File: config.mk
export PLATFORM = sky130hd
export DESIGN_NAME = wsd_ram
export DESIGN_NICKNAME = d
export VERILOG_FILES = /design/src/rtl/wsd_ram.sv
export SDC_FILE = /design/constraint.sdc
export NUM_CORES = 1
export LEC_CHECK = 0
export BUFFER_PORTS_ARGS = -buffer_cell sky130_fd_sc_hd__buf_2
export CORE_AREA = 10 10 101 103
export DETAILED_ROUTE_END_ITERATION = 7
export DIE_AREA = 0 0 111 113
export MAX_ROUTING_LAYER = met4
export PLACE_DENSITY = 0.83
export SLEW_MARGIN = 20
export SYNTH_ARGS = -nofsm -noshare
export SYNTH_HDL_FRONTEND = slang
export SYNTH_SLANG_ARGS = --single-unit
File: constraint.sdc
create_clock -name aclk -period 5.8 [get_ports aclk]
set_input_delay 1.16 -clock aclk [delete_from_list [all_inputs] [get_ports aclk]]
set_output_delay 1.16 -clock aclk [all_outputs]
set_load 0.1 [all_outputs]
File: src/rtl/wsd_ram.sv
// Generic single-port-write, single-port-read RAM with registered read data.
module wsd_ram #(
    parameter int WIDTH = 8,
    parameter int DEPTH = 16
) (
    input  logic                     aclk,
    input  logic                     we,
    input  logic [$clog2(DEPTH)-1:0] waddr,
    input  logic [WIDTH-1:0]         wdata,
    input  logic                     re,
    input  logic [$clog2(DEPTH)-1:0] raddr,
    output logic [WIDTH-1:0]         rdata
);

    logic [WIDTH-1:0] mem [DEPTH];
    logic [WIDTH-1:0] rdata_reg;

    always_ff @(posedge aclk) begin
        if (we) begin
            mem[waddr] <= wdata;
        end
        if (re) begin
            rdata_reg <= mem[raddr];
        end
    end

    assign rdata = rdata_reg;

endmodule

==> impl_metrics.toml <==
[global_route]
grt_overflow = 0
grt_max_degree = 33
grt_antenna_before_repair = 0
grt_pass1_vias = 2618
gr-usage-all-layers_pct = 18.06
grt_pass1_wl_um = 16240

[timing]
period_share_pct = 43.86
fin_tns_setup_ns = 0
setup_violations = 0
period_minus_slack_ns = 2.544
timing.fmax_mhz = 393.1
skew_ns = 0.005029
max_slew_margin_pct = 28.33
rsz0062_at_grt = "false"
worst_pin_slew_ns = 1.071
hold_viol = 0
maxSlewViolCount = 0

[hold_path]
hold_class = "reg2reg"
holdPathStages = 3

[critical_path]
start_kind = "primary input"
critPathMaxFanout = 19
worstPathRequired_ns = 6.07
r2r-end = "rdata[0]"
cp.arrival_ns = 2.81
endpoint_kind = "register"
r2r_slack_ns = 4.24
startpoint = "raddr[0]"
path_class = "in2reg"
reg2reg_depth = 3
cp-endpoint = "rdata[2]"
worstReg2RegStart = "mem[5][0]"

[route]
vias = 2546
drtIter0Drc = 253
drtPass1Iterations = 5
detail_route.wl_per_cell_um = 27.38
drtAntennaViolNets = 0
remaining_drc_errors = 0
vias_per_cell = 6.648
drt-total-wl_um = 10490

[placement]
dpl.hpwl_um = 5915
portBuffers = 26
place.gp.congestion = 0.7409

[clock_tree]
clock_path_buffers = 2
post_cts_buffers = 0
cts.sinks = 136
clockRootBuffer = "clkbuf_8"
cts-htree-levels = 4
cts-resized-gates = 0
cts_tree = "built"
path_clk_slew_ns = 0.06
clk_latency_ns = 0.52
numCtsBuffers = 17
postCtsHoldBufs = 0

[job]
cap_viol_max_count = 0

[power]
p_leak_uw = 0.002028
switching_share_pct = 20.50
power.share.combinational_pct = 5.6
vdd_drop_max_mv = 0.2532
power_uw = 2368
power.internal_uw = 1882
power_frac_clock_pct = 47.3
powerDensity_nw_per_um2 = 390.2
power_switching_uw = 485.3
pwr-share-seq_pct = 47.0

[logic_synthesis]
syn_avg_cell_area_um2 = 22.83
synth_top_area_share_pct = 78.12
ys_warn_count = 0
ys_ff_latch = 136
syn_inst = 229
ys_top_cells_by_area = "edfxtp_1, mux4_2, mux4_1"
syn-num-nets = 248
synth_seq_area_share_pct = 78.12
synth.distinct_cells = 18
netlist_area_um2 = 5228
yosysTopAreaCell = "edfxtp_1"

[cells_and_area]
layout_common_cells = "edfxtp_1, buf_2, mux4_2"
drive_gt1_share_pct = 28.42
diodes = 0
syn2layout_area_growth_pct = 16.06
fillers = 413
layout.nets = 285
multi_input_area_um2 = 1075
largest_reg_flops = 128
fin_util_pct = 74.59
final_common_cell = "edfxtp_1"
ff_latch_area_um2 = 4084

[floorplan]
dieArea_um2 = 12540
ios = 27
chipHeight_um = 113
fp-row-count = 33
die_w_um = 111
start_util_pct = 64.27
coreArea_um2 = 8134

[status]
status = "completed"
cells by family (layout without fill, tap and decap cells):
kind of cell,count (synthesis),after routing,share of synthesized area (%)
flip-flops,136,136,78.12
AND/OR/NAND/NOR,35,35,3.136
multiplexers,32,32,14.79
AO/OA/AOI/OAI,16,16,2.298
buffers and inverters,10,59,1.651
final cells by class:
type | count | share of cell area [%]
Multi-Input combinational cell | 83 | 17.71
Tap cell | 105 | 2.165
Clock buffer | 17 | 6.826
Timing Repair Buffer | 28 | 2.598
Clock inverter | 14 | 3.382
Sequential cell | 136 | 67.31
per-stage QoR:
stage	hold WS, ns	area [um^2]	std cells	setup WS (ns)
finish	0.7416	6067	383	3.256
global route	0.7751	6067	383	3.161
CTS	0.7481	6045	382	3.011
detailed placement	0.7339	5425	351	2.521
global placement	0.7276	5420	351	2.522
floorplan	0.7048	5228	229	3.147
worst min-delay path by stage:
stage	from	to	slack (ns)
after floorplan	mem[7][0]	rdata[0]	0.70
after global placement	mem[12][5]	rdata[5]	0.73
after detailed placement	mem[15][5]	rdata[5]	0.73
after CTS	mem[15][5]	rdata[5]	0.75
after global routing	mem[14][5]	rdata[5]	0.78
final	mem[15][5]	rdata[5]	0.74
routing by layer:
metal / share of wire (%) / track usage (%)
met5: 0 / -
met2: 48 / 26.34
met1: 41 / 23.32
met4: 2.7 / 8.854
met3: 8.2 / 4.596
worst max-delay path, stage by stage:
cell and delay, ns:
buf_2 0.40, buf_12 0.25, mux4_1 0.59, a22oi_1 0.29
nand2_1 0.10
cells in the mapped netlist:
cell type and instances:
nor2b_1 1, clkdlybuf4s25_2 3, nand3b_1 2, a22oi_1 16, buf_2 3, nand2b_1 2, mux4_2 18, and2_1 1
edfxtp_1 136, mux4_1 14, nor2_1 13, nor3_1 4, nand2_1 9, buf_6 3, or3b_2 1, and2b_1 1
buf_4 1, nand3_1 1
power groups by stage:
| stage | clock [uW] | combinational [uW] | sequential (uW) |
|---|---|---|---|
| floorplan | 0 | 55.9 | 1170 |
| global placement | 0 | 125 | 1130 |
| detailed placement | 0 | 129 | 1130 |
| CTS | 1130 | 131 | 1110 |
| global route | 1180 | 140 | 1120 |
| finish | 1120 | 133 | 1110 |
Note: power is estimated with default switching activity, not from simulation.
