### src/rtl/wsd_pkg.sv
// Shared types and constants of the moving-window standard deviation filter.
package wsd_pkg;

    localparam int SAMPLE_W   = 24;
    localparam int SUM_W      = 28;
    localparam int SQ_W       = 50;
    localparam int ROWS_W     = 5;
    localparam int HALF_W     = 3;
    localparam int WIDTH_W    = HALF_W + 1;
    localparam int ROW_CNT_W  = 4;
    localparam int MAX_ROWS   = 16;
    localparam int RING_DEPTH = 15;
    localparam int RING_AW    = 4;
    localparam int ENTRY_W    = SUM_W + SQ_W + 2;
    localparam int SEEN_W     = 13;
    localparam int SEEN_LIMIT = 8191;
    localparam int COL_W      = 12;
    localparam int S1_W       = 32;
    localparam int S2_W       = 54;
    localparam int N_W        = 8;
    localparam int DEN_W      = 16;
    localparam int NUM_W      = 62;
    localparam int FRAC_SHIFT = 16;
    localparam int QUO_W      = NUM_W + FRAC_SHIFT;
    localparam int RAD_W      = 64;
    localparam int RES_W      = 32;
    localparam int DIV_CNT_W  = 7;
    localparam int SQRT_CNT_W = 5;
    localparam int CFG_DATA_W = 5;

    // Configuration register indexes.
    localparam logic REG_WINDOW_ROWS = 1'b0;
    localparam logic REG_HALF_WIDTH  = 1'b1;

    typedef enum logic [2:0] {
        ST_IDLE,
        ST_READ,
        ST_MUL,
        ST_SUB,
        ST_ROOT,
        ST_OUT
    } ctl_state_t;

    typedef enum logic [1:0] {
        U_IDLE,
        U_DIV,
        U_SQRT
    } unit_state_t;

endpackage

### src/rtl/wsd_divsqrt.sv
// Bit-serial scaled divider followed by a bit-pair integer square root.
module wsd_divsqrt (
    input  logic                        aclk,
    input  logic                        aresetn,
    input  logic                        start,
    input  logic [wsd_pkg::NUM_W-1:0]   num,
    input  logic [wsd_pkg::DEN_W-1:0]   den,
    output logic                        done,
    output logic [wsd_pkg::RES_W-1:0]   root
);

    wsd_pkg::unit_state_t state_reg, state_next;

    logic [wsd_pkg::QUO_W-1:0]      dq_reg, dq_next;
    logic [wsd_pkg::DEN_W-1:0]      rem_reg, rem_next;
    logic [wsd_pkg::DEN_W-1:0]      den_reg, den_next;
    logic [wsd_pkg::DIV_CNT_W-1:0]  dcnt_reg, dcnt_next;
    logic [wsd_pkg::RAD_W-1:0]      x_reg, x_next;
    logic [wsd_pkg::RES_W+1:0]      srem_reg, srem_next;
    logic [wsd_pkg::RES_W-1:0]      root_reg, root_next;
    logic [wsd_pkg::SQRT_CNT_W-1:0] scnt_reg, scnt_next;
    logic                           done_reg, done_next;

    logic [wsd_pkg::DEN_W:0]        rem_sh;
    logic                           div_ge;
    logic [wsd_pkg::QUO_W-1:0]      dq_step;
    logic [wsd_pkg::RES_W+2:0]      srem_sh;
    logic [wsd_pkg::RES_W+2:0]      trial;
    logic                           sqrt_ge;

    // One quotient bit per cycle.
    assign rem_sh  = {rem_reg, dq_reg[wsd_pkg::QUO_W-1]};
    assign div_ge  = rem_sh >= {1'b0, den_reg};
    assign dq_step = {dq_reg[wsd_pkg::QUO_W-2:0], div_ge};

    // One root bit per cycle, two radicand bits consumed.
    assign srem_sh = {srem_reg[wsd_pkg::RES_W:0], x_reg[wsd_pkg::RAD_W-1 -: 2]};
    assign trial   = {1'b0, root_reg, 2'b01};
    assign sqrt_ge = srem_sh >= trial;

    always_comb begin
        state_next = state_reg;
        case (state_reg)
            wsd_pkg::U_IDLE: begin
                if (start) begin
                    state_next = wsd_pkg::U_DIV;
                end
            end
            wsd_pkg::U_DIV: begin
                if (dcnt_reg == '0) begin
                    state_next = wsd_pkg::U_SQRT;
                end
            end
            wsd_pkg::U_SQRT: begin
                if (scnt_reg == '0) begin
                    state_next = wsd_pkg::U_IDLE;
                end
            end
            default: state_next = wsd_pkg::U_IDLE;
        endcase
    end

    always_comb begin
        dq_next   = dq_reg;
        rem_next  = rem_reg;
        den_next  = den_reg;
        dcnt_next = dcnt_reg;
        x_next    = x_reg;
        srem_next = srem_reg;
        root_next = root_reg;
        scnt_next = scnt_reg;
        done_next = 1'b0;
        case (state_reg)
            wsd_pkg::U_IDLE: begin
                if (start) begin
                    dq_next   = {num, {wsd_pkg::FRAC_SHIFT{1'b0}}};
                    rem_next  = '0;
                    den_next  = den;
                    dcnt_next = wsd_pkg::DIV_CNT_W'(wsd_pkg::QUO_W - 1);
                end
            end
            wsd_pkg::U_DIV: begin
                rem_next  = div_ge ? wsd_pkg::DEN_W'(rem_sh - {1'b0, den_reg})
                                   : rem_sh[wsd_pkg::DEN_W-1:0];
                dq_next   = dq_step;
                dcnt_next = dcnt_reg - 1'b1;
                if (dcnt_reg == '0) begin
                    // A quotient beyond 64 bits saturates.
                    x_next    = (|dq_step[wsd_pkg::QUO_W-1:wsd_pkg::RAD_W]) ? '1
                                : dq_step[wsd_pkg::RAD_W-1:0];
                    srem_next = '0;
                    root_next = '0;
                    scnt_next = wsd_pkg::SQRT_CNT_W'(wsd_pkg::RES_W - 1);
                end
            end
            wsd_pkg::U_SQRT: begin
                srem_next = sqrt_ge ? (wsd_pkg::RES_W+2)'(srem_sh - trial)
                                    : srem_sh[wsd_pkg::RES_W+1:0];
                root_next = {root_reg[wsd_pkg::RES_W-2:0], sqrt_ge};
                x_next    = {x_reg[wsd_pkg::RAD_W-3:0], 2'b00};
                scnt_next = scnt_reg - 1'b1;
                if (scnt_reg == '0) begin
                    done_next = 1'b1;
                end
            end
            default: ;
        endcase
    end

    always_ff @(posedge aclk) begin
        if (!aresetn) begin
            state_reg <= wsd_pkg::U_IDLE;
            done_reg  <= 1'b0;
        end else begin
            state_reg <= state_next;
            done_reg  <= done_next;
        end
        dq_reg   <= dq_next;
        rem_reg  <= rem_next;
        den_reg  <= den_next;
        dcnt_reg <= dcnt_next;
        x_reg    <= x_next;
        srem_reg <= srem_next;
        root_reg <= root_next;
        scnt_reg <= scnt_next;
    end

    assign done = done_reg;
    assign root = root_reg;

endmodule

### config.mk
export PLATFORM = sky130hd
export DESIGN_NAME = wsd_divsqrt
export DESIGN_NICKNAME = d
export VERILOG_FILES = /design/src/rtl/wsd_pkg.sv /design/src/rtl/wsd_divsqrt.sv
export SDC_FILE = /design/constraint.sdc
export NUM_CORES = 1
export LEC_CHECK = 0
export BUFFER_PORTS_ARGS = -buffer_cell sky130_fd_sc_hd__buf_4
export CORE_ASPECT_RATIO = 2
export CORE_MARGIN = 4
export CORE_UTILIZATION = 65
export CTS_CLUSTER_SIZE = 12
export DETAILED_ROUTE_END_ITERATION = 8
export PLACE_DENSITY = 0.83
export SYNTH_ARGS = -nofsm -noshare
export SYNTH_HDL_FRONTEND = slang
export SYNTH_SLANG_ARGS = --single-unit
### constraint.sdc
create_clock -name aclk -period 6.9 [get_ports aclk]
set_input_delay 1.38 -clock aclk [delete_from_list [all_inputs] [get_ports aclk]]
set_output_delay 1.38 -clock aclk [all_outputs]
set_load 0.02 [all_outputs]
==> results.txt, run 1 <==
----------------------------------------------------
[Placed design]
  Final weighted congestion of routability-driven global placement ... ~0.95
  Post-detailed-placement half-perimeter wirelength ... 19800 µm
  Number of buffers added on ports ... 113

[Routing]
  Via density per instance ... 5.88
  DR iter-0 viols ... 711
  Remaining design rule violation count ... 0
  Final WL ... 29600 µm
  Remaining antenna violation count after routing ... 0
  First-pass detailed-route iteration total ... 5
  WL per Instance ... 17.6 µm
  Vias ... 9907

[Clocking]
  Longest Clk Path Bufs ... 3
  Number of buffers inserted by hold repair at cts ... 0
  Num Clock Sinks ... 254
  Post_cts resized ... 0
  Buffer type at the clock tree root ... sky130_fd_sc_hd__clkbuf_16
  H-Tree Level Count ... 1
  Inserted Clock Buffers ... 25
  Clock transition at the registers of the reported paths ... about 60 ps
  Worst skew pair latency ... between 500 and 600 ps
  Post-CTS Setup Inserts ... 0
  TritonCTS clock tree ... done

[Power and ir drop]
  Power Dens Cells ... 228 nW/µm²
  Sequential fraction of design power ... a little over half
  Post-route total power ... 3440 µW
  Peak supply drop ... 0.243 mV
  Share of power burned in combinational logic ... 11.0%
  Clock network power share ... 35.7%
  Proportion of total power due to net switching ... a little under a quarter
  P_sw ... about 800 µW
  Leakage power summed over all cells ... 0.00676 µW
  Internal power ... 2620 µW

[Setup path]
  Cell-by-cell listing of the critical path ... ha_1 -> nand4_1 -> a211oi_1 -> o31a_1 -> o21ba_1 -> a21o_1 -> a31o_2 -> buf_4 -> nand2_1 -> o32ai_2
  Data required time at the worst endpoint ... 7270 ps
  Capture point of the worst reg-to-reg path ... srem_reg[29]
  R2R Setup Slk ... 3240 ps
  Start of the worst register-to-register path ... srem_reg[8]
  Register-to-Register Path Depth ... 10
  Crit path max-delay cell type ... sky130_fd_sc_hd__a31o_2
  Startpoint-to-endpoint class of the critical path ... reg2reg
  Critical Path Max Stage Delay ... 480 ps
  Highest net fanout along the worst path ... 27
  CP startpoint kind ... flop
  Signal arrival time at the worst endpoint ... 4030 ps
  Destination of the critical timing path ... srem_reg[29]
  Launching instance or port of the critical path ... srem_reg[8]
  Element type at the critical path end ... flop

[Global route]
  Global-route congestion overflow total ... 0
  Number of antenna violations at the first check in global routing ... 0
  Via count of the first global-routing pass ... 10255
  Largest net degree at the start of global routing ... just over 80
  First-pass GRT wire length ... 47800 µm
  Overall Global Routing Usage ... 26.0%

[Synthesis]
  Commonest cells in the netlist ... sky130_fd_sc_hd__edfxtp_1 (251), sky130_fd_sc_hd__nand2_1 (236), sky130_fd_sc_hd__nor2_1 (233)
  Number of cells produced by synthesis ... 1314
  Post-synthesis net count ... 1450
  Sequential fraction of the synthesis area ... ~57%
  Number of enable-type register cells in the synthesized netlist ... 251
  Top cells by area, synth ... sky130_fd_sc_hd__edfxtp_1 (56%), sky130_fd_sc_hd__nand2_1 (6.6%), sky130_fd_sc_hd__nor2_1 (6.5%), sky130_fd_sc_hd__ha_1 (5.1%), sky130_fd_sc_hd__a21oi_1 (4.2%)
  Summed instance area of the synthesized netlist ... 13400 µm²
  Post-synth top area share ... 56.4%
  Avg Cell Area, Syn ... 10.2 µm²
  Most used standard cell by instance count after synthesis ... sky130_fd_sc_hd__edfxtp_1
  FFs w/ async S/R, synth ... 0%
  Commonest register cell after synthesis ... sky130_fd_sc_hd__edfxtp_1
  Number of flip-flops and latches in the synthesized netlist ... 254
  Number of warnings reported in the yosys synthesis log ... 0
  Distinct cell type count of the synthesized netlist ... 60
  Area leader, netlist ... sky130_fd_sc_hd__edfxtp_1

[STA]
  Final Setup Violations ... 0
  Post-route minimum period ... 3660 ps
  Clock Skew ... 8.25 ps
  Relative slew slack ... 19.7%
  Max Fclk ... 273 MHz
  Post-route clock period utilization ... 53.0%
  Setup Total Neg Slack ... 0 ps
  Hold Vio Cnt, Final ... 0
  Post-Route Hold Slack ... around 540 ps
  Slew at the pin closest to its max-slew limit ... ~1200 ps
  Final Max Slew Viols ... 0
  Setup repair after global routing missed its margin ... false

[Die]
  Width of the chip ... 109 µm
  Die height ... 211 µm
  Full die area ... 23100 µm²
  I/O pin cnt ... 114
  Site row count ... 74
  Starting density of the core ... 65.6%
  Area inside the core boundary ... 20400 µm²

[Run status]
  Result of the run ... complete, no violations

[Finish]
  Number of flip-flops under the largest register name ... 78
  Final Util ... 74.2%
  Number of nets in the layout ... 1540
  Proportion of layout cells with a drive suffix above 1 ... between 10 and 15%
  Number of antenna repair diodes ... 0
  Area delta synth->final ... 13.1%

[Job]
  Number of max-cap violations ... 0

[Worst hold path]
  Class of the most critical hold timing path ... reg2reg

----------------------------------------------------
metrics by stage:
| step | area, µm² | worst slack, ps | instances |
|---|---|---|---|
| 6_report | 15100 | 3240 | 1685 |
| 5_1_grt | 15100 | 3030 | 1685 |
| 4_1_cts | 15100 | 3250 | 1685 |
| 3_5_place_dp | 14400 | 3280 | 1643 |
| 3_3_place_gp | 14400 | 3330 | 1643 |
| 2_1_floorplan | 13400 | 2260 | 1314 |
layout by cell type (no fill, tap or decap), drive strengths merged, types with 23 or more instances in the layout:
cell	Yosys	layout
a21oi	113	113
buf	14	122
inv	64	65
nor2	233	233
nand2	236	236
a21o	23	23
mux2i	28	28
ha	54	54
xnor2	24	24
clkbuf	45	38
o21ai	28	28
edfxtp	251	251
power groups by stage:
| stage | Combinational (µW) | Sequential (µW) | Clock [µW] |
|---|---|---|---|
| finish | 377 | 1840 | 1230 |
| CTS | 377 | 1840 | 1240 |
| global route | 424 | 1840 | 1300 |
| detailed placement | 373 | 1870 | 0 |
| global placement | 362 | 1860 | 0 |
| floorplan | 274 | 1850 | 0 |
how the worst min path moves through the flow:
stage,startpoint,endpoint,slack [ps],depth (start not counted)
6_report,dq_reg[22],dq_reg[23],540,2
2_1_floorplan,dq_reg[72],dq_reg[73],500,2
3_5_place_dp,dq_reg[44],dq_reg[45],530,2
5_1_grt,dq_reg[64],dq_reg[65],570,2
4_1_cts,dq_reg[22],dq_reg[23],540,2
3_3_place_gp,dq_reg[73],dq_reg[74],520,2
final cells by class:
| type | instances | area [µm²] |
|---|---|---|
| flip-flops and latches | 254 | 7600 |
| multi-input cells | 937 | 5330 |
| fillers | 1472 | 5250 |
| repair buffers | 122 | 916 |
| clock buffers | 38 | 674 |
| well taps | 266 | 333 |
| inverters | 64 | 240 |
| clock inverters | 4 | 31.3 |
layer usage:
layer | global-route usage (%) | vias up | part of all wire, % | wire, µm
li1 | - | 4770 | - | -
met1 | 28.0 | 4741 | 35 | 10400
met2 | 48.5 | 290 | 56 | 16500
met3 | 3.06 | 106 | 4.1 | 1220
met4 | 13.4 | 0 | 5.1 | 1520
met5 | 0 | - | 0 | 0
critical path, delay by kind of cell, from the launching register on:
family,cells,cell delay [ps]
AOI/OAI and AO/OA,6,1740
adders and majority gates,1,410
buffers and inverters,1,470
DFF,1,390
and+or+nand+nor,2,470
logic make-up (layout without fill, tap and decap cells):
| kind of cell | Yosys count | in the layout | synth area share (%) |
|---|---|---|---|
| multiplexers | 28 | 28 | 2.10 |
| adder cells (fa/ha/maj) | 55 | 55 | 5.20 |
| AO/OA/AOI/OAI | 236 | 236 | 11.4 |
| XOR/XNOR | 38 | 38 | 2.49 |
| flip-flops | 254 | 254 | 56.8 |
| buffers and inverters | 123 | 228 | 3.74 |
| AND/OR/NAND/NOR | 580 | 580 | 18.3 |
(Power assumes the default switching activity.)
==> run 2, diff against run 1 <==
Settings changed: CORE_UTILIZATION 65 to 60, PLACE_DENSITY 0.83 to 0.77.
Clock period 6.9 ns to 3.55 ns, I/O delays scaled along.
==> run 2 against run 1 <==
Clock power grew 93%; clock skew rose by 15 ps; register-to-register slack lost 3000 ps; design area up 0.94%; sequential cell count stayed put; non-clock buffer count up 8; sequential share of layout area shrank 0.47 points; power increased by 94%; highest routed layer unchanged.
==> results.txt, run 2 (same netlist as run 1, synthesis figures left out) <==
----------------------------------------------------
[Power and ir drop]
  Leakage power summed over all cells ... 0.00683 µW (+0.96%)
  P_sw ... 1580 µW (+93%)
  Proportion of total power due to net switching ... 23.6% (-0.10 points)
  Clock network power share ... 35.5% (-0.2 points)
  Power Dens Cells ... 438 nW/µm² (+92%)
  Share of power burned in combinational logic ... 11.2% (+0.2 points)
  Peak supply drop ... 0.474 mV (+95%)
  Post-route total power ... 6680 µW (+94%)
  Internal power ... 5100 µW (+95%)
  Sequential fraction of design power ... 53.3% (about the same)

[Routing]
  Remaining design rule violation count ... 0 (unchanged)
  WL per Instance ... 17.3 µm (-1.5%)
  Via density per instance ... 5.81 (-1.2%)
  DR iter-0 viols ... 499 (-30%)
  Remaining antenna violation count after routing ... 0 (unchanged)
  First-pass detailed-route iteration total ... 5 (unchanged)
  Vias ... 9885 (-0.22%)
  Final WL ... 29500 µm (-0.48%)

[Die]
  Full die area ... 24900 µm² (+7.9%)
  Width of the chip ... 114 µm (+3.8%)
  Area inside the core boundary ... 22100 µm² (+8.3%)
  Site row count ... 77 (+4.1%)
  I/O pin cnt ... 114 (unchanged)
  Starting density of the core ... 60.6% (-5.0 points)
  Die height ... 219 µm (+3.9%)

[Finish]
  Number of nets in the layout ... 1548 (+0.52%)
  Filler cell count in the final layout ... 1737 (+18%)
  Area delta synth->final ... 14.1%
  Proportion of layout cells with a drive suffix above 1 ... 12.8% (+0.57 points)
  Number of flip-flops under the largest register name ... 78 (unchanged)
  Commonest non-fill, non-tap cell in the layout ... sky130_fd_sc_hd__edfxtp_1
  Highest-count cells in the layout ignoring fill and taps ... sky130_fd_sc_hd__edfxtp_1 (251), sky130_fd_sc_hd__nand2_1 (235), sky130_fd_sc_hd__nor2_1 (233)
  Number of antenna repair diodes ... 0 (unchanged)

[Placed design]
  Number of buffers added on ports ... 113 (unchanged)
  Final weighted congestion of routability-driven global placement ... 0.930 (-2.2%)
  Post-detailed-placement half-perimeter wirelength ... 20900 µm (+5.1%)

[Clocking]
  Longest Clk Path Bufs ... 3 (unchanged)
  H-Tree Level Count ... 1 (unchanged)
  Number of buffers inserted by hold repair at cts ... 0 (unchanged)
  Clock transition at the registers of the reported paths ... 60 ps (about the same)
  Post-CTS Setup Inserts ... 0 (unchanged)
  Buffer type at the clock tree root ... sky130_fd_sc_hd__clkbuf_16
  Num Clock Sinks ... 254 (unchanged)
  Inserted Clock Buffers ... 25 (unchanged)
  TritonCTS clock tree ... done
  Post_cts resized ... 0 (unchanged)
  Worst skew pair latency ... 540 ps (about the same)

[Setup path]
  Data required time at the worst endpoint ... 3820 ps (-3450 ps)
  R2R Setup Slk ... 240 ps (-3000 ps)
  Startpoint-to-endpoint class of the critical path ... reg2reg
  Kind of cell adding the most delay to the critical path ... compound AO/OA/AOI/OAI gates
  Cell-by-cell listing of the critical path ... ha_1 -> nand4_1 -> a211oi_1 -> o31a_1 -> o21ba_1 -> a21o_1 -> a31o_2 -> buf_12 -> mux2i_1 -> nor2_1
  Capture point of the worst reg-to-reg path ... srem_reg[6]
  Count of buffering cells on the critical path with inverters included ... 1 (unchanged)
  Element type at the critical path end ... flop
  Worst path depth ... 10 (unchanged)
  Highest net fanout along the worst path ... 15 (-44%)
  CP startpoint kind ... flop
  Start of the worst register-to-register path ... srem_reg[8]
  Signal arrival time at the worst endpoint ... 3580 ps (-450 ps)
  Crit path max-delay cell type ... sky130_fd_sc_hd__a31o_2
  Register-to-Register Path Depth ... 10 (unchanged)
  Critical Path Max Stage Delay ... 460 ps (-20 ps)

[Worst hold path]
  Worst hold path stage count ... 1 (-1)
  Hold path endpoint ... den_reg[10]
  Min-Delay Startpoint ... den[10]
  Class of the most critical hold timing path ... in2reg

[STA]
  Slew at the pin closest to its max-slew limit ... 710 ps (-488 ps)
  Setup Total Neg Slack ... 0 ps (unchanged)
  Final Setup Violations ... 0 (unchanged)
  Setup repair after global routing missed its margin ... false
  Relative slew slack ... 52.6% (+33 points)
  Post-route clock period utilization ... 93.3% (+40 points)
  Post-route minimum period ... 3310 ps (-349 ps)
  Hold Vio Cnt, Final ... 0 (unchanged)
  Clock Skew ... 23.3 ps (+15.0 ps)
  Final Max Slew Viols ... 0 (unchanged)
  Max Fclk ... 302 MHz (+11%)

[Global route]
  Number of antenna violations at the first check in global routing ... 0 (unchanged)
  Via count of the first global-routing pass ... 10213 (-0.41%)
  First-pass GRT wire length ... 47800 µm (-0.10%)
  Largest net degree at the start of global routing ... 126 (+54%)
  Global-route congestion overflow total ... 0 (unchanged)
  Overall Global Routing Usage ... 23.7% (-2.3 points)

[Job]
  Number of max-cap violations ... 0 (unchanged)

[Run status]
  Result of the run ... complete, no violations

----------------------------------------------------
-- run 2: cell types whose count changed in the layout (fill, tap and decap cells not counted), sizes merged --
cell and change:
buf +8, clkbuf -1
-- run 2: how the worst max path moves through the flow --
stage | end | from
2_1_floorplan | root[0] | state_reg[0]
6_report | srem_reg[6] | srem_reg[8]
3_5_place_dp | srem_reg[6] | root[8]
5_1_grt | srem_reg[8] | root[8]
4_1_cts | srem_reg[6] | root[8]
3_3_place_gp | srem_reg[9] | srem_reg[8]
-- run 2: layer usage --
| metal | part of all wire [%] | vias to the layer above | GRT usage (%) | wire [µm] |
|---|---|---|---|---|
| met3 | 3.6 | 101 | 2.87 | 1070 |
| met2 | 56 | 255 | 45.7 | 16600 |
| met1 | 35 | 4733 | 24.4 | 10300 |
| met4 | 5.0 | 0 | 12.3 | 1470 |
| met5 | 0 | - | 0 | 0 |
| li1 | - | 4796 | - | - |
-- run 2: area by class of cell --
class	instances	area (µm²)	share of cell area (%)
Clock buffer	37	671	4.39
Clock inverter	4	21.3	0.139
Tap cell	276	345	2.26
Inverter	64	240	1.57
Sequential cell	254	7600	49.8
Timing Repair Buffer	130	1050	6.89
Multi-Input combinational cell	937	5340	35.0
-- run 2: power groups by stage --
stage,Clock (µW),Sequential [µW],Combinational (µW)
after floorplan,0,3600,532
after global placement,0,3620,730
after detailed placement,0,3620,750
after CTS,2420,3560,753
after global routing,2530,3580,840
final,2370,3560,747
-- run 2: through the flow --
stage	area (µm²)	utilization, %	worst slack (ps)	hold slack, ps	cells
2_1_floorplan	13400	-	237	500	1314
3_5_place_dp	14600	66.0	286	528	1661
4_1_cts	15300	69.2	265	338	1702
3_3_place_gp	14600	66.0	370	520	1661
5_1_grt	15300	69.2	111	340	1702
6_report	15300	69.2	239	357	1702
